## src/design/hbm_pkg.sv

```systemverilog
// Package for the heartbeat node monitor: constants, codes and word types.
`default_nettype none
package hbm_pkg;

    localparam int NUM_NODES   = 15;
    localparam int IDX_W       = 4;
    localparam int STATE_W     = 7;
    localparam int TIMER_W     = 16;
    localparam int ALARM_W     = 3;

    localparam logic [STATE_W-1:0] STATE_PREOP = 7'd127;
    localparam logic [STATE_W-1:0] STATE_OPER  = 7'd5;

    localparam logic [IDX_W-1:0] LAST_IDX = IDX_W'(NUM_NODES - 1);

    // Commands
    localparam logic [2:0] CMD_HEARTBEAT  = 3'd0;
    localparam logic [2:0] CMD_TICK       = 3'd1;
    localparam logic [2:0] CMD_READY      = 3'd2;
    localparam logic [2:0] CMD_OPER       = 3'd3;
    localparam logic [2:0] CMD_CLEAR_BOOT = 3'd4;
    localparam logic [2:0] CMD_RESET_ALL  = 3'd5;

    // Alarm codes
    localparam logic [ALARM_W-1:0] ALM_OK        = 3'd0;
    localparam logic [ALARM_W-1:0] ALM_BOOT      = 3'd1;
    localparam logic [ALARM_W-1:0] ALM_NOT_READY = 3'd2;
    localparam logic [ALARM_W-1:0] ALM_NOT_OPER  = 3'd3;
    localparam logic [ALARM_W-1:0] ALM_TIMEOUT   = 3'd4;

    // Register indexes (paddr[2])
    localparam logic REG_GUARD_RELOAD = 1'b0;
    localparam logic REG_FIRST_NODE   = 1'b1;

    typedef struct packed {
        logic [2:0] command;
        logic [3:0] node_nibble;
        logic [7:0] heartbeat_byte;
    } t_in_word;

    typedef struct packed {
        logic       all_good;
        logic [2:0] alarm_code;
        logic [3:0] alarm_node;
    } t_out_word;

    typedef struct packed {
        logic [STATE_W-1:0] state;
        logic               booted;
        logic [ALARM_W-1:0] alarm;
    } t_entry;

    typedef struct packed {
        logic               rd_en;
        logic [IDX_W-1:0]   rd_idx;
        logic               wr_a_en;
        logic               wr_b_en;
        logic [IDX_W-1:0]   wr_idx;
        t_entry             wr_a;
        logic [TIMER_W-1:0] wr_b;
        logic               clr_a;
    } t_tbl_req;

    typedef struct packed {
        t_entry             a;
        logic [TIMER_W-1:0] b;
    } t_tbl_rd;

    typedef enum logic [1:0] {
        ST_IDLE,
        ST_SCAN,
        ST_DRAIN,
        ST_FIN
    } t_state;

endpackage
`default_nettype wire

```

## src/design/hbm_table.sv

```systemverilog
// Node table: entry memory and guard timer memory with per-entry valid bits.
`default_nettype none
module hbm_table
    import hbm_pkg::*;
(
    input  wire logic     i_clk,
    input  wire logic     i_rst_n,
    input  wire t_tbl_req i_req,
    output t_tbl_rd       o_rd
);

    t_entry             r_mem_a [0:NUM_NODES-1];
    logic [TIMER_W-1:0] r_mem_b [0:NUM_NODES-1];
    logic [NUM_NODES-1:0] r_va;
    logic [NUM_NODES-1:0] r_vb;

    t_entry             r_rd_a;
    logic [TIMER_W-1:0] r_rd_b;
    logic               r_rd_va;
    logic               r_rd_vb;

    always_ff @(posedge i_clk) begin
        if (i_req.wr_a_en) begin
            r_mem_a[i_req.wr_idx] <= i_req.wr_a;
        end
        if (i_req.wr_b_en) begin
            r_mem_b[i_req.wr_idx] <= i_req.wr_b;
        end
        if (i_req.rd_en) begin
            r_rd_a  <= r_mem_a[i_req.rd_idx];
            r_rd_b  <= r_mem_b[i_req.rd_idx];
            r_rd_va <= r_va[i_req.rd_idx];
            r_rd_vb <= r_vb[i_req.rd_idx];
        end
    end

    // Entry never written since reset or reset-all reads as zero; timer, since reset.
    always_ff @(posedge i_clk) begin
        if (!i_rst_n) begin
            r_va <= '0;
            r_vb <= '0;
        end else begin
            if (i_req.clr_a) begin
                r_va <= '0;
            end else if (i_req.wr_a_en) begin
                r_va[i_req.wr_idx] <= 1'b1;
            end
            if (i_req.wr_b_en) begin
                r_vb[i_req.wr_idx] <= 1'b1;
            end
        end
    end

    assign o_rd.a = r_rd_va ? r_rd_a : '0;
    assign o_rd.b = r_rd_vb ? r_rd_b : '0;

endmodule
`default_nettype wire

```

## src/design/heartbeat_node_monitor_top.sv

```systemverilog
// Heartbeat node monitor top level: sequencer, config registers, result register.
//
// Input channel: i_in_valid / o_in_stall / i_in_word, one command word each.
// Output channel: o_out_valid / i_out_stall / o_out_word, one word for each
// check-ready or check-operational command, none for the other commands.
// Config: APB-style port, guard_reload at 0x0, first_node at 0x4, pready tied high.
// Items are processed one at a time; the table sequencer issues one memory read
// per cycle, write-back in the cycle after the read.
//   heartbeat: accept, read, write back.
//   tick, clear boot flags: accept, 15 entry reads, drain.
//   checks: accept, entry reads from first_node to the last, drain, then the
//   result register, then the word is offered; first_node of 15 gives all good.
//   reset all, unused commands, heartbeat to nibble 0: accept only.
// o_in_stall is high while an item is in the sequencer; the result register
// lets the next item start while a word waits. A check that finishes while a
// word is still stalled waits for it before loading its own.
// Reset: guard_reload 5000, first_node 0, all table entries read as zero,
// no word pending. Alarm code of the last check stays in the result register.
`default_nettype none
module heartbeat_node_monitor_top
    import hbm_pkg::*;
(
    input  wire logic      i_clk,
    input  wire logic      i_rst_n,
    input  wire logic      i_in_valid,
    output logic           o_in_stall,
    input  wire t_in_word  i_in_word,
    output logic           o_out_valid,
    input  wire logic      i_out_stall,
    output t_out_word      o_out_word,
    input  wire logic      psel,
    input  wire logic      penable,
    input  wire logic      pwrite,
    input  wire logic [2:0]  paddr,
    input  wire logic [31:0] pwdata,
    output logic [31:0]    prdata,
    output logic           pready
);

    t_state r_state, n_state;

    logic [TIMER_W-1:0] r_guard_reload;
    logic [IDX_W-1:0]   r_first_node;

    logic [2:0]         r_cmd;
    logic [IDX_W-1:0]   r_idx, n_idx;
    logic [STATE_W-1:0] r_hb_state;
    logic               r_wb_vld;
    logic [IDX_W-1:0]   r_wb_idx;

    logic               r_fail;
    logic [ALARM_W-1:0] r_code;
    logic [IDX_W-1:0]   r_where;

    logic               r_ovld;
    t_out_word          r_out;

    logic               in_acc;
    logic               out_acc;
    logic               cfg_wr;
    logic               hb_ok;
    logic               issue;
    logic               load_out;
    logic [ALARM_W-1:0] code;

    t_tbl_req tbl_req;
    t_tbl_rd  tbl_rd;

    assign in_acc  = i_in_valid && !o_in_stall;
    assign out_acc = r_ovld && !i_out_stall;
    assign cfg_wr  = psel && penable && pwrite && pready;
    assign hb_ok   = (i_in_word.node_nibble != 4'd0) &&
                     ({1'b0, i_in_word.node_nibble} <= 5'(NUM_NODES));

    assign pready = 1'b1;

    // Config registers
    always_ff @(posedge i_clk) begin
        if (!i_rst_n) begin
            r_guard_reload <= 16'd5000;
            r_first_node   <= '0;
        end else if (cfg_wr) begin
            case (paddr[2])
                REG_GUARD_RELOAD: r_guard_reload <= pwdata[TIMER_W-1:0];
                REG_FIRST_NODE:   r_first_node   <= pwdata[IDX_W-1:0];
                default: ;
            endcase
        end
    end

    always_comb begin
        case (paddr[2])
            REG_GUARD_RELOAD: prdata = {16'd0, r_guard_reload};
            REG_FIRST_NODE:   prdata = {28'd0, r_first_node};
            default:          prdata = '0;
        endcase
    end

    // Sequencer
    always_ff @(posedge i_clk) begin
        if (!i_rst_n) begin
            r_state <= ST_IDLE;
        end else begin
            r_state <= n_state;
        end
    end

    always_comb begin
        n_state    = r_state;
        n_idx      = r_idx;
        issue      = 1'b0;
        load_out   = 1'b0;
        o_in_stall = (r_state != ST_IDLE);
        case (r_state)
            ST_IDLE: begin
                if (in_acc) begin
                    case (i_in_word.command)
                        CMD_HEARTBEAT: begin
                            n_idx = i_in_word.node_nibble - 4'd1;
                            if (hb_ok) begin
                                n_state = ST_SCAN;
                            end
                        end
                        CMD_TICK, CMD_CLEAR_BOOT: begin
                            n_idx   = '0;
                            n_state = ST_SCAN;
                        end
                        CMD_READY, CMD_OPER: begin
                            n_idx = r_first_node;
                            if ({1'b0, r_first_node} < 5'(NUM_NODES)) begin
                                n_state = ST_SCAN;
                            end else begin
                                n_state = ST_FIN;
                            end
                        end
                        default: ;
                    endcase
                end
            end
            ST_SCAN: begin
                issue = 1'b1;
                if ((r_cmd == CMD_HEARTBEAT) || (r_idx == LAST_IDX)) begin
                    n_state = ST_DRAIN;
                end else begin
                    n_idx = r_idx + 4'd1;
                end
            end
            ST_DRAIN: begin
                if ((r_cmd == CMD_READY) || (r_cmd == CMD_OPER)) begin
                    n_state = ST_FIN;
                end else begin
                    n_state = ST_IDLE;
                end
            end
            ST_FIN: begin
                if (!r_ovld || !i_out_stall) begin
                    load_out = 1'b1;
                    n_state  = ST_IDLE;
                end
            end
            default: n_state = ST_IDLE;
        endcase
    end

    // Per-node alarm from the entry in the write-back stage
    always_comb begin
        code = ALM_OK;
        if (r_cmd == CMD_OPER) begin
            if (tbl_rd.a.state != STATE_OPER) begin
                code = ALM_NOT_OPER;
            end else if (tbl_rd.b == '0) begin
                code = ALM_TIMEOUT;
            end
        end else begin
            if (!tbl_rd.a.booted) begin
                code = ALM_BOOT;
            end else if ((tbl_rd.a.state != STATE_PREOP) &&
                         (tbl_rd.a.state != STATE_OPER)) begin
                code = ALM_NOT_READY;
            end
        end
    end

    // Table requests: read issued in SCAN, write-back in the following cycle
    always_comb begin
        tbl_req         = '0;
        tbl_req.rd_en   = issue;
        tbl_req.rd_idx  = r_idx;
        tbl_req.wr_idx  = r_wb_idx;
        tbl_req.wr_a    = tbl_rd.a;
        tbl_req.wr_b    = tbl_rd.b;
        tbl_req.clr_a   = in_acc && (i_in_word.command == CMD_RESET_ALL);
        if (r_wb_vld) begin
            case (r_cmd)
                CMD_HEARTBEAT: begin
                    tbl_req.wr_a.state  = r_hb_state;
                    tbl_req.wr_a.booted = tbl_rd.a.booted || (r_hb_state == '0);
                    tbl_req.wr_b        = r_guard_reload;
                    tbl_req.wr_a_en     = 1'b1;
                    tbl_req.wr_b_en     = 1'b1;
                end
                CMD_TICK: begin
                    if (tbl_rd.b != '0) begin
                        tbl_req.wr_b = tbl_rd.b - 16'd1;
                    end
                    tbl_req.wr_b_en = 1'b1;
                end
                CMD_READY, CMD_OPER: begin
                    tbl_req.wr_a.alarm = code;
                    tbl_req.wr_a_en    = 1'b1;
                end
                CMD_CLEAR_BOOT: begin
                    tbl_req.wr_a.booted = 1'b0;
                    tbl_req.wr_a_en     = 1'b1;
                end
                default: ;
            endcase
        end
    end

    // Datapath registers
    always_ff @(posedge i_clk) begin
        r_idx    <= n_idx;
        r_wb_idx <= r_idx;
        if (in_acc) begin
            r_cmd      <= i_in_word.command;
            r_hb_state <= i_in_word.heartbeat_byte[STATE_W-1:0];
            r_code     <= ALM_OK;
            r_where    <= '0;
        end else if (r_wb_vld && !r_fail && (code != ALM_OK) &&
                     ((r_cmd == CMD_READY) || (r_cmd == CMD_OPER))) begin
            r_code  <= code;
            r_where <= r_wb_idx;
        end
        // r_out.alarm_code doubles as the current alarm after a check
        if (load_out) begin
            r_out.all_good   <= !r_fail;
            r_out.alarm_code <= r_code;
            r_out.alarm_node <= r_where;
        end
    end

    always_ff @(posedge i_clk) begin
        if (!i_rst_n) begin
            r_wb_vld <= 1'b0;
            r_fail   <= 1'b0;
            r_ovld   <= 1'b0;
        end else begin
            r_wb_vld <= issue;
            if (in_acc) begin
                r_fail <= 1'b0;
            end else if (r_wb_vld && (code != ALM_OK) &&
                         ((r_cmd == CMD_READY) || (r_cmd == CMD_OPER))) begin
                r_fail <= 1'b1;
            end
            if (load_out) begin
                r_ovld <= 1'b1;
            end else if (out_acc) begin
                r_ovld <= 1'b0;
            end
        end
    end

    hbm_table u_table (
        .i_clk   (i_clk),
        .i_rst_n (i_rst_n),
        .i_req   (tbl_req),
        .o_rd    (tbl_rd)
    );

    assign o_out_valid = r_ovld;
    assign o_out_word  = r_out;

endmodule
`default_nettype wire

```

## config.mk

```make
export PLATFORM = sky130hd
export DESIGN_NAME = heartbeat_node_monitor_top
export DESIGN_NICKNAME = d
export VERILOG_FILES = /design/src/design/hbm_pkg.sv /design/src/design/hbm_table.sv /design/src/design/heartbeat_node_monitor_top.sv
export SDC_FILE = /design/constraint.sdc
export NUM_CORES = 1
export LEC_CHECK = 0
export BUFFER_PORTS_ARGS = -buffer_cell sky130_fd_sc_hd__buf_2
export CORE_UTILIZATION = 54
export CTS_CLUSTER_DIAMETER = 200
export DETAILED_ROUTE_END_ITERATION = 8
export PLACE_DENSITY = 0.76
export SYNTH_ARGS = -nofsm -noshare
export SYNTH_HDL_FRONTEND = slang
export SYNTH_SLANG_ARGS = --single-unit
```

## constraint.sdc

```tcl
create_clock -name i_clk -period 4.95 [get_ports i_clk]
set_clock_uncertainty 0.1 [all_clocks]
set_input_delay 1.485 -clock i_clk [delete_from_list [all_inputs] [get_ports i_clk]]
set_output_delay 1.485 -clock i_clk [all_outputs]
set_load 0.01 [all_outputs]
```

# Yosys cells after proc, flatten, opt, wreduce, memory -nomap -nowiden
# Memory sizes are Yosys's and may differ from the RTL's. A register that Yosys moved wholly into a read port is not among the register bits.
# Cells that the tools add are included.
dict set report word_totals {
  in_bits 57
  rom_bits 0
  latchBits 0
  ram_bits 405
  word_cells 139
  mem_count 2
  output_inout_bits 43
  register_bits 90
}
dict set report classes {
  add_sub_neg 3
  reduce_logical 42
  magnitude_cmp 4
  shift 0
  mux 44
  multipliers 0
  div_mod_pow 0
  eq_ne 21
  n_bitwise 4
}
# name words width read_ports rd_ports_with_merged_regs write_ports line
set mem_list {}
lappend mem_list {u_table.r_mem_b 15 16 1 1 1 hbm_table.sv:13} ;# logic [TIMER_W-1:0] r_mem_b [0:NUM_NODES-1];
lappend mem_list {u_table.r_mem_a 15 11 1 1 1 hbm_table.sv:12} ;# t_entry r_mem_a [0:NUM_NODES-1];
# op count
set ops {}
lappend ops {{$pmux W32 S2} 1}
lappend ops {{$mux W16} 2}
lappend ops {{$pmux W16 S2} 1}
lappend ops {{$or A15 B15 Y15} 2}
lappend ops {{$mux W27} 1}
lappend ops {{$mux W2} 9}
lappend ops {{$logic_not A16 Y1} 1}
lappend ops {{$reduce_bool A16 Y1} 1}
lappend ops {{$sub A16 B1 Y16 const B} 1}
lappend ops {{$mux W1} 14}
lappend ops {{$eq A3 B2 Y1 const B} 4}
lappend ops {{$logic_and A1 B1 Y1} 12}
lappend ops {{$mux W3} 4}
lappend ops {{$pmux W4 S3} 1}
lappend ops {{$reduce_or A2 Y1} 6}
lappend ops {{$mux W11} 1}
lappend ops {{$lt A4 B5 Y1 const B} 2}
lappend ops {{$eq A3 B3 Y1 const B} 3}
lappend ops {{$bmux W1 S4} 2}
lappend ops {{$mux W4} 2}
lappend ops {{$ne A2 B2 Y1 const B} 4}
lappend ops {{$pmux W2 S4} 1}
lappend ops {{$pmux W4 S2} 1}
lappend ops {{$logic_not A7 Y1} 1}
lappend ops {{other kinds (28)} 41}

# Depth between registers and ports, before layout
# Gate-level depths: netlist of the first run.
dict set report depth {
  word_depth 9
  depth_mapped 10
  ltp_nobuf 7
}

# By module
# Synthesis of the first run repeated with hierarchy kept, for this count alone.
dict set report unflattened {
  hier_cells 1230
  area_unflattened_um2 21428.1
}
# module area_each_um2 cells_each instances seq_area_each_um2
set by_module_without_submodules {}
lappend by_module_without_submodules {hbm_table 17870.9 826 1 13633.1}
lappend by_module_without_submodules {heartbeat_node_monitor_top 3557.2 404 1 1381.3}

# Worst setup path after synthesis of the first run
# Ideal clock, no wire load.
dict set report synth_timing {
  path_type {input to output}
  from {in paddr[2]}
  to {out prdata[10]}
  stages 3
  arrival_ns 2.172
  slack_ns 1.193
  path_cell_list {clkbuf_1 > clkbuf_1 > nor2b_1}
}
dict set report synth_via {
  elab_chain_cells 2
}
# element line
set synth_rtl {}
lappend synth_rtl {{from (decl)} heartbeat_node_monitor_top.sv:34} ;# input wire logic [2:0] paddr,
lappend synth_rtl {{$not A1 Y1 (no source line)} n/a}
lappend synth_rtl {{$pmux W32 S2 *} heartbeat_node_monitor_top.sv:92} ;# case (paddr[2])
lappend synth_rtl {{to (decl)} heartbeat_node_monitor_top.sv:36} ;# output logic [31:0] prdata,
# Every way passes the cells marked *; elsewhere a longest branch is shown, timed or not. The select of a mux whose other input is x is not followed.

# Worst setup path in the final report of the first run
dict set report layout_timing {
  from {in paddr[2]}
  to {out prdata[1]}
}
# The elaborated chain is that of the path after synthesis.

==> flow_summary_export.csv, run 1 <==
group,metric,value,unit
clock_tree,ctsResizeCount,0,
placement,placed_cells,1640,
timing,hold_viol_final,0,
clock_tree,postCtsSetupBuffers,0,
critical_path,worst-path-max-fanout,19,
clock_tree,root_buffer,"clkbuf_16",
outcome,status,"completed",
timing,rsz0062_at_grt,"false",
placement,port_buffers,63,
power_and_ir_drop,power_leakage,7.297,nW
layout,postLayoutCellArea,0.02166,mm^2
timing,setup_tns,0,ns
layout,final_cells,1724,
timing,tightest_slew,1.386,ns
critical_path,timing.rr.end,"u_table.r_mem_b[7][13]",
detailed_routing,drcViolationCount,0,
timing,min_period,3.895,ns
clock_tree,clk_pin_slew_worst_paths,0.06,ns
placement,post_dp_cell_area,0.02010,mm^2
layout,layout-drive-gt1-share,0.2443,
logic_synthesis,ys_async_sr_fraction,0,
timing,timing.fmax,256.7,MHz
detailed_routing,viasPerCell,6.122,
worst_hold_path,hold_depth,0,
layout,nNetsFinal,1294,
timing,final-setup-viol-count,0,
floorplan,rows,68,
worst_hold_path,holdPathEnd,"o_out_word[5]",
global_routing,grt_max_degree,134,
clock_tree,cts_tree,"yes",
detailed_routing,ant_nets,0,
detailed_routing,wl_per_cell,23.27,um
floorplan,io_pins,100,
detailed_routing,vias,10550,
placement,gp_congestion,0.8325,
logic_synthesis,synth.area.top_cells,"edfxtp_1, mux4_2, dfxtp_1, nand2_1, mux2i_1",
logic_synthesis,yosysWarnings,0,
placement,dp_hpwl,24230,um
logic_synthesis,synth_top_area_frac,0.6352,
global_routing,grt_use_total,0.2261,
floorplan,die_w,191.0,um
timing,slew_headroom,0.07621,
critical_path,worstReg2RegStart,"r_cmd[0]",
critical_path,required,3.37,ns
logic_synthesis,yosysTopAreaCell,"edfxtp_1",
logic_synthesis,syn_avg_cell_area,16.59,um^2
layout,syn2layout_area_growth,12.31,%
logic_synthesis,synth.distinct_cells,64,
clock_tree,hold_buffers,0,
timing,worst_slack,1.055,ns
logic_synthesis,syn_area,0.01929,mm^2
global_routing,grt_pass1_vias,10210,
power_and_ir_drop,ir_drop,0.0003879,V
detailed_routing,wl,40130,um
critical_path,crit_path_end_kind,"output port",
critical_path,reg2reg_setup_slack,1.18,ns
logic_synthesis,synth_ff_type,"edfxtp_1",
timing,drv_slew,0,
floorplan,initial_utilization,0.5529,
clock_tree,cts_sinks,474,
critical_path,rr_worst_depth,4,
worst_hold_path,hold_path_class,"reg2reg",
floorplan,dieArea,0.03648,mm^2
detailed_routing,drtIter0Drc,910,
global_routing,grt.overflow.total,0,
logic_synthesis,ys_ff_latch,474,
detailed_routing,drt_pass1_iterations,5,
timing,post-route-period-util,0.7869,
flow_run,drv_cap,0,
logic_synthesis,synth-seq-area-share,0.7037,
critical_path,startpoint_type,"primary input",
power_and_ir_drop,powerDensity,429.6,mW/mm^2
worst_hold_path,min_from,"r_code[1]",
critical_path,critical_path_class,"in2out",
placement,preCtsSetupSlack,1.056,ns
clock_tree,htree_num_levels,2,
global_routing,grt_pass1_wl,60860,um
critical_path,cp.arrival,2.31,ns
logic_synthesis,synthCells,1163,
clock_tree,cts.path.max_buffers,3,
global_routing,antenna_found_initial,0,
logic_synthesis,yosysMostFrequentCell,"edfxtp_1",
clock_tree,clock_latency,0.57,ns
logic_synthesis,synthTopCellsByCount,"edfxtp_1, nand2_1, mux4_2",
layout,diodes,0,
logic_synthesis,synth_edf_count,408,
floorplan,die_h,191.0,um
floorplan,core,0.03488,mm^2
clock_tree,cts_made_buffers,46,
[how the worst max path moves through the flow]
stage / slack (ns) / cells after the start / to / start
after floorplan: 1.19 / 3 / prdata[10] / paddr[2]
after global placement: 1.10 / 3 / prdata[3] / paddr[2]
after detailed placement: 1.06 / 3 / prdata[0] / paddr[2]
after CTS: 1.05 / 3 / prdata[0] / paddr[2]
after global routing: 1.01 / 3 / prdata[1] / paddr[2]
final: 1.05 / 3 / prdata[1] / paddr[2]
[critical path: stages]
cell and delay (ns):
buf_2 0.29, mux2_2 0.39, buf_2 0.14
[power by group]
group / total [mW] / internal [mW] / switching, mW / leakage (nW)
registers: 4.64 / 4.53 / 0.103 / 4.27
logic: 1.12 / 0.479 / 0.644 / 2.25
clock network: 3.55 / 2.08 / 1.46 / 0.773
total: 9.31 / 7.10 / 2.21 / 7.30
[area by class of cell]
| class | instances | area (um^2) |
|---|---|---|
| sequential | 474 | 13570 |
| fill | 2377 | 13220 |
| multi-input combinational | 615 | 5394 |
| clock buffer | 64 | 1320 |
| tap | 455 | 569.3 |
| timing repair buffer | 90 | 543.0 |
| clock inverter | 20 | 240.2 |
| inverter | 6 | 22.52 |
[routing by layer]
metal	vias up	global-route usage	part of all wire
met4	0	0.06431	0.021
met1	5344	0.3243	0.43
met3	59	0.03617	0.077
li1	4650	-	-
met5	-	0	0
met2	501	0.3599	0.47
[registers in the layout, summed over array words and instances (netlist names)]
signal and flops:
o_out_valid 1, r_where 4, u_table.r_va 15, r_guard_reload 16, u_table.r_rd_a 8, u_table.r_vb 15, u_table.r_mem_b 240, u_table.r_rd_va 1
r_fail 1, u_table.r_rd_vb 1, r_state 2, r_first_node 4, r_wb_vld 1, r_cmd 3, r_hb_state 7, o_out_word 8
u_table.r_mem_a 120, u_table.r_rd_b 16, r_wb_idx 4, r_idx 4, r_code 3
[cell usage in the layout, fill, tap and decap left out, types with 4 or more instances in the layout]
cell,count
a21oi_1,32
a21boi_0,13
o21a_1,19
dfxtp_1,66
conb_1,17
clkinv_2,10
nor3b_1,4
buf_4,25
o211ai_1,4
bufinv_16,4
inv_1,6
a31oi_1,5
o21ai_0,45
mux2i_1,41
clkbuf_8,8
mux4_2,104
nor2_1,52
and2_1,9
a211oi_1,5
edfxtp_1,408
nand2_1,114
ha_1,4
or2_2,4
nand3_1,22
o22ai_1,8
nor2_2,15
buf_2,63
clkbuf_16,47
or3_1,5
mux2_2,4
nor2b_1,22
nand2b_1,5
clkbuf_1,9
nor3_1,6
[cell families (layout without fill, tap and decap cells)]
| family | Yosys count | after routing | synth area share |
|---|---|---|---|
| fa+ha+maj | 4 | 4 | 0.002595 |
| simple gates | 282 | 282 | 0.06870 |
| other cells | 2 | 17 | 0.0003894 |
| compound gates | 158 | 158 | 0.05514 |
| xor+xnor | 5 | 5 | 0.002271 |
| buf+inv | 89 | 180 | 0.02218 |
| flops | 474 | 474 | 0.7037 |
| mux | 149 | 149 | 0.1450 |
[per-stage QoR]
step | utilization | power, mW | hold slack [ns]
global placement | 0.5763 | 5.799 | 0.3157
detailed placement | 0.5763 | 5.834 | 0.3290
global route | 0.6210 | 9.611 | 0.3494
floorplan | - | 5.508 | 0.2427
CTS | 0.6210 | 9.354 | 0.3388
finish | 0.6210 | 9.307 | 0.3365
Power figures use the tool's default switching activity.
==> inputs of run 2 (changes only) <==
clock period = 4 ns   (was 4.95 ns; I/O delays follow)
==> run 2 against run 1 <==
Non-clock buffer count up 15; setup slack lost 0.36 ns; routed wire length increased by 3.7%; largest cell class unchanged; critical path depth stayed put; worst hold slack improved by 0.0011 ns; global-route usage rose by 0.79 points; count of clock-buffer cells in the layout up 4; combinational power increased by 29%.
==> flow_summary_export.csv, run 2 (same netlist as run 1, synthesis figures left out) <==
group,metric,value,unit
timing,final-setup-viol-count,0,
floorplan,die_w,191.0,um
worst_hold_path,hold_depth,0,
critical_path,crit_path_end_kind,"output port",
global_routing,antenna_found_initial,1,
worst_hold_path,hold_path_class,"reg2reg",
layout,reg_top3,"u_table.r_mem_b (240), u_table.r_mem_a (120)",
critical_path,required,2.70,ns
detailed_routing,drtIter0Drc,1201,
critical_path,worst-path-max-fanout,19,
global_routing,grt_max_degree,133,
clock_tree,cts_tree,"yes",
layout,syn2layout_area_growth,12.34,%
power_and_ir_drop,clockPowerShare,0.361,
floorplan,rows,68,
power_and_ir_drop,ir_drop,0.0004548,V
placement,preCtsSetupSlack,0.6959,ns
clock_tree,cts.path.max_buffers,3,
global_routing,grt.overflow.total,0,
power_and_ir_drop,seqPwrFrac,0.511,
global_routing,grt_use_total,0.2339,
floorplan,initial_utilization,0.5529,
global_routing,grt_pass1_vias,10440,
detailed_routing,drt_pass1_iterations,5,
floorplan,die_h,191.0,um
timing,min_period,3.305,ns
detailed_routing,wl_per_cell,23.94,um
clock_tree,ctsResizeCount,0,
timing,tightest_slew,1.247,ns
power_and_ir_drop,p_int,8.541,mW
floorplan,io_pins,100,
power_and_ir_drop,switchingPower,2.682,mW
power_and_ir_drop,p_comb_frac,0.128,
timing,setup_tns,0,ns
clock_tree,root_buffer,"clkbuf_16",
power_and_ir_drop,powerDensity,518.0,mW/mm^2
floorplan,dieArea,0.03648,mm^2
clock_tree,hold_buffers,0,
layout,final_common_cell,"edfxtp_1",
global_routing,grt-busiest-layer,"met2",
placement,gp_congestion,0.8620,
detailed_routing,ant_nets,0,
global_routing,grt_pass1_wl,62640,um
layout,final_util,0.6212,
timing,hold_viol_final,0,
power_and_ir_drop,power,11.22,mW
layout,fillers,2367,
critical_path,slowest_delay,0.38,ns
global_routing,gr-usage-met3,0.04700,
power_and_ir_drop,power_leakage,7.297,nW
timing,timing.fmax,302.6,MHz
critical_path,critical_path_class,"in2out",
clock_tree,clk_pin_slew_worst_paths,0.07,ns
timing,worst_slack,0.6950,ns
timing,rsz0062_at_grt,"false",
critical_path,startpoint_type,"primary input",
detailed_routing,viasPerCell,6.177,
timing,post-route-period-util,0.8262,
critical_path,cp_slowest_cell,"mux2_2",
critical_path,crit_top_cell,"buf_2",
layout,final_cell_mix,"edfxtp_1, nand2_1, mux4_2",
critical_path,rr_worst_depth,5,
clock_tree,cts_sinks,474,
layout,layout-drive-gt1-share,0.2473,
flow_run,drv_cap,0,
global_routing,grt_use_met2,0.3744,
critical_path,path_cells,"buf_2 > mux2_2 > buf_2",
timing,slew_headroom,0.1684,
detailed_routing,drcViolationCount,0,
global_routing,use_met1,0.3246,
clock_tree,cts_made_buffers,44,
layout,nNetsFinal,1307,
clock_tree,htree_num_levels,2,
detailed_routing,wl,41620,um
power_and_ir_drop,swShare,0.2390,
floorplan,core,0.03488,mm^2
detailed_routing,vias,10740,
timing,drv_slew,0,
layout,regMostFlops,"u_table.r_mem_b",
clock_tree,clock_latency,0.56,ns
clock_tree,postCtsSetupBuffers,0,
outcome,status,"completed",
placement,dp_hpwl,23830,um
layout,largest_reg_flops,240,
critical_path,cp.arrival,2.00,ns
placement,port_buffers,63,
run 2: path summary, 6_finish.rpt:
check	start	slack (ns)	endpoint
hold / removal	r_where[2]	0.34	o_out_word[2]
hold reg to reg	r_where[2]	0.34	o_out_word[2]
setup / recovery	paddr[2]	0.70	prdata[0]
setup reg to reg	u_table.r_rd_b[5]	0.90	u_table.r_mem_b[9][15]
run 2: through the flow:
stage          hold slack [ns]  cell area [um^2]  std cells
2_1_floorplan           0.2427             19340       1178
3_3_place_gp            0.3141             20250       1655
3_5_place_dp            0.3237             20250       1655
4_1_cts                 0.3398             21670       1737
5_1_grt                 0.3445             21670       1737
6_report                0.3376             21670       1738
run 2: power by group through the flow:
stage	Clock, mW	Sequential [mW]	Combinational (mW)
2_1_floorplan	0	5.77	1.05
3_3_place_gp	0	5.83	1.39
3_5_place_dp	0	5.83	1.42
4_1_cts	4.11	5.73	1.44
5_1_grt	4.28	5.74	1.56
6_report	4.05	5.73	1.44
run 2: per-layer routing:
layer | share of wire | wire, um | vias to the layer above
met5 | 0.00031 | 13 | -
met3 | 0.090 | 3760 | 94
li1 | - | - | 4677
met4 | 0.028 | 1161 | 2
met2 | 0.47 | 19700 | 566
met1 | 0.41 | 16990 | 5397
run 2: area by class of cell:
type	instances	area, um^2	share of cell area
diodes	1	2.502	0.0001155
clock buffers	68	1335	0.06161
clock inverters	14	78.83	0.003638
inverters	6	22.52	0.001039
multi-input cells	615	5394	0.2489
flip-flops and latches	474	13570	0.6264
well taps	455	569.3	0.02627
repair buffers	105	693.2	0.03199
run 2: worst max-delay path, delay by kind of cell:
family   cells  cell delay [ns]
buf+inv      2             0.42
mux          1             0.38
==> inputs of run 3 (changes only) <==
ABC_AREA = 1   (was default)
PLACE_DENSITY = 0.78   (was 0.76)
clock period = 3 ns   (was 4 ns; I/O delays follow)
==> run 3 against run 2 <==
Flip-flop and latch count is the same; first-iteration DRC count rose by 15%; synthesized cell count is 47% higher; sequential share of layout area fell by 0.67 points; critical endpoint is now u_table.r_mem_b[14][3].
==> flow_summary_export.csv, run 3 <==
group,metric,value,unit
logic_synthesis,synth.area.top_cells,"edfxtp_1, dfxtp_1, nor2_1, nand2_1, o21ai_0",
detailed_routing,viasPerCell,5.881,
timing,slew_headroom,0.1721,
detailed_routing,drt_pass1_iterations,6,
placement,preCtsSetupSlack,0.01788,ns
global_routing,grt_pass1_wl,71020,um
placement,port_buffers,63,
power_and_ir_drop,power_leakage,7.778,nW
clock_tree,cts_sinks,474,
detailed_routing,vias,13380,
logic_synthesis,synth.distinct_cells,41,
layout,syn2layout_area_growth,12.37,%
clock_tree,clock_latency,0.56,ns
logic_synthesis,synth_edf_count,408,
layout,regArea,0.01357,mm^2
logic_synthesis,yosysTopAreaCell,"edfxtp_1",
clock_tree,cts.path.max_buffers,3,
global_routing,grt_use_total,0.2579,
detailed_routing,wl_per_cell,20.71,um
clock_tree,clk_pin_slew_worst_paths,0.06,ns
power_and_ir_drop,powerDensity,934.9,mW/mm^2
timing,timing.fmax,349.5,MHz
timing,fin_hold_ws,0.3300,ns
detailed_routing,wl,47120,um
timing,rsz0062_at_grt,"false",
global_routing,antenna_found_initial,0,
clock_tree,hold_buffers,0,
logic_synthesis,synth-seq-area-share,0.6964,
timing,drv_slew,0,
outcome,status,"completed",
critical_path,critical_path_class,"reg2reg",
floorplan,core,0.03557,mm^2
logic_synthesis,synthTopCellsByCount,"edfxtp_1, nor2_1, nand2_1",
critical_path,worst-path-max-fanout,20,
timing,worst_slack,0.1388,ns
critical_path,startpoint_type,"flop",
critical_path,cp.arrival,2.93,ns
logic_synthesis,yosysMostFrequentCell,"edfxtp_1",
global_routing,grt_pass1_vias,12840,
layout,nNetsFinal,1841,
layout,regMostFlops,"u_table.r_mem_b",
timing,hold_viol_final,0,
flow_run,drv_cap,0,
global_routing,grt.overflow.total,0,
layout,final_util,0.6158,
layout,diodes,0,
worst_hold_path,hold_path_class,"reg2reg",
logic_synthesis,syn_area,0.01949,mm^2
logic_synthesis,syn_avg_cell_area,11.41,um^2
power_and_ir_drop,ir_drop,0.0008772,V
floorplan,die_h,192.0,um
timing,setup_tns,0,ns
floorplan,die_w,192.0,um
critical_path,crit_path_end_kind,"flop",
floorplan,dieArea,0.03686,mm^2
layout,layout-drive-gt1-share,0.1428,
global_routing,grt_max_degree,79,
timing,min_period,2.861,ns
placement,dp_hpwl,26760,um
floorplan,initial_utilization,0.5480,
layout,largest_reg_flops,240,
logic_synthesis,synth_top_area_frac,0.6286,
logic_synthesis,synth_ff_type,"edfxtp_1",
detailed_routing,ant_nets,0,
floorplan,io_pins,100,
detailed_routing,drcViolationCount,0,
timing,tightest_slew,1.236,ns
logic_synthesis,synthCells,1709,
clock_tree,cts_made_buffers,44,
timing,final-setup-viol-count,0,
logic_synthesis,ys_async_sr_fraction,0,
critical_path,reg2reg_setup_slack,0.14,ns
clock_tree,cts_tree,"yes",
layout,reg_top3,"u_table.r_mem_b (240), u_table.r_mem_a (120)",
timing,post-route-period-util,0.9537,
floorplan,rows,69,
detailed_routing,drtIter0Drc,1381,
placement,gp_congestion,0.9184,
logic_synthesis,ys_ff_latch,474,
layout,final_cell_mix,"edfxtp_1, nor2_1, nand2_1",
critical_path,required,3.07,ns
clock_tree,root_buffer,"clkbuf_16",
logic_synthesis,yosysWarnings,0,
clock_tree,htree_num_levels,2,
layout,final_common_cell,"edfxtp_1",
layout,multiInputGateArea,0.005130,mm^2
layout,fillers,2644,
==> run 3: cell count changes after synthesis, moves of 42 or more <==
| cell | delta |
|---|---|
| mux4_2 | -104 |
| nor2_1 | +239 |
| inv_1 | +91 |
| o21ai_0 | +95 |
| nand2_1 | +133 |
| nand4_1 | +42 |
==> run 3: per-stage QoR <==
step | cell area [um^2] | cells | power [mW]
after floorplan | 19550 | 1724 | 12.80
after global placement | 20460 | 2195 | 14.79
after detailed placement | 20460 | 2195 | 14.96
after CTS | 21880 | 2275 | 20.42
after global routing | 21900 | 2275 | 21.32
final | 21900 | 2275 | 20.48
==> run 3: metal layers <==
metal | GRT usage | vias to the layer above | part of all wire
met1 | 0.3245 | 6406 | 0.38
met2 | 0.4360 | 693 | 0.49
met3 | 0.04568 | 137 | 0.085
met5 | 0 | - | 0
met4 | 0.1160 | 0 | 0.038
li1 | - | 6143 | -
==> run 3: logic make-up (layout without fill, tap and decap cells) <==
| group | after synthesis | in the layout | synth area share |
|---|---|---|---|
| and+or+nand+nor | 689 | 689 | 0.1513 |
| DFF | 474 | 474 | 0.6964 |
| AOI/OAI and AO/OA | 322 | 322 | 0.1010 |
| buffers and inverters | 214 | 304 | 0.04660 |
| adders and majority gates | 4 | 4 | 0.002568 |
| xor gates and xnor gates | 4 | 4 | 0.001797 |
| other | 2 | 17 | 0.0003853 |
==> run 3: path summary, 6_finish.rpt <==
path | start | end | cells past startpoint
setup reg to reg | u_table.r_rd_vb | u_table.r_mem_b[14][3] | 8
hold / removal | r_where[0] | o_out_word[0] | 0
hold reg to reg | r_where[0] | o_out_word[0] | 0
setup / recovery | u_table.r_rd_vb | u_table.r_mem_b[14][3] | 8
==> run 3: area by class of cell <==
type | count | area share
multi-input combinational | 1036 | 0.2342
tap | 461 | 0.02634
clock buffer | 54 | 0.05433
clock inverter | 26 | 0.01040
timing repair buffer | 119 | 0.03702
sequential | 474 | 0.6197
inverter | 105 | 0.01799
==> run 3: report_power, final <==
group	internal, mW	total [mW]	switching, mW
clock	3.16	5.50	2.34
combinational	1.88	6.43	4.55
sequential	8.28	8.55	0.273
total	13.3	20.5	7.16
==> run 3: critical path, stage by stage, from the launching register on <==
cell	delay, ns
edfxtp_1	0.41
buf_12	0.19
nand2_1	0.17
nand2_4	0.08
nor2_4	0.25
inv_1	0.13
o21ai_0	0.20
nand2_1	0.07
a31oi_1	0.87
==> run 3: repair_timing <==
item	in CTS	in global routing
setup endpoints to repair	9	60
resized for setup	1	4
buffers inserted	0	0
pin swaps	0	0
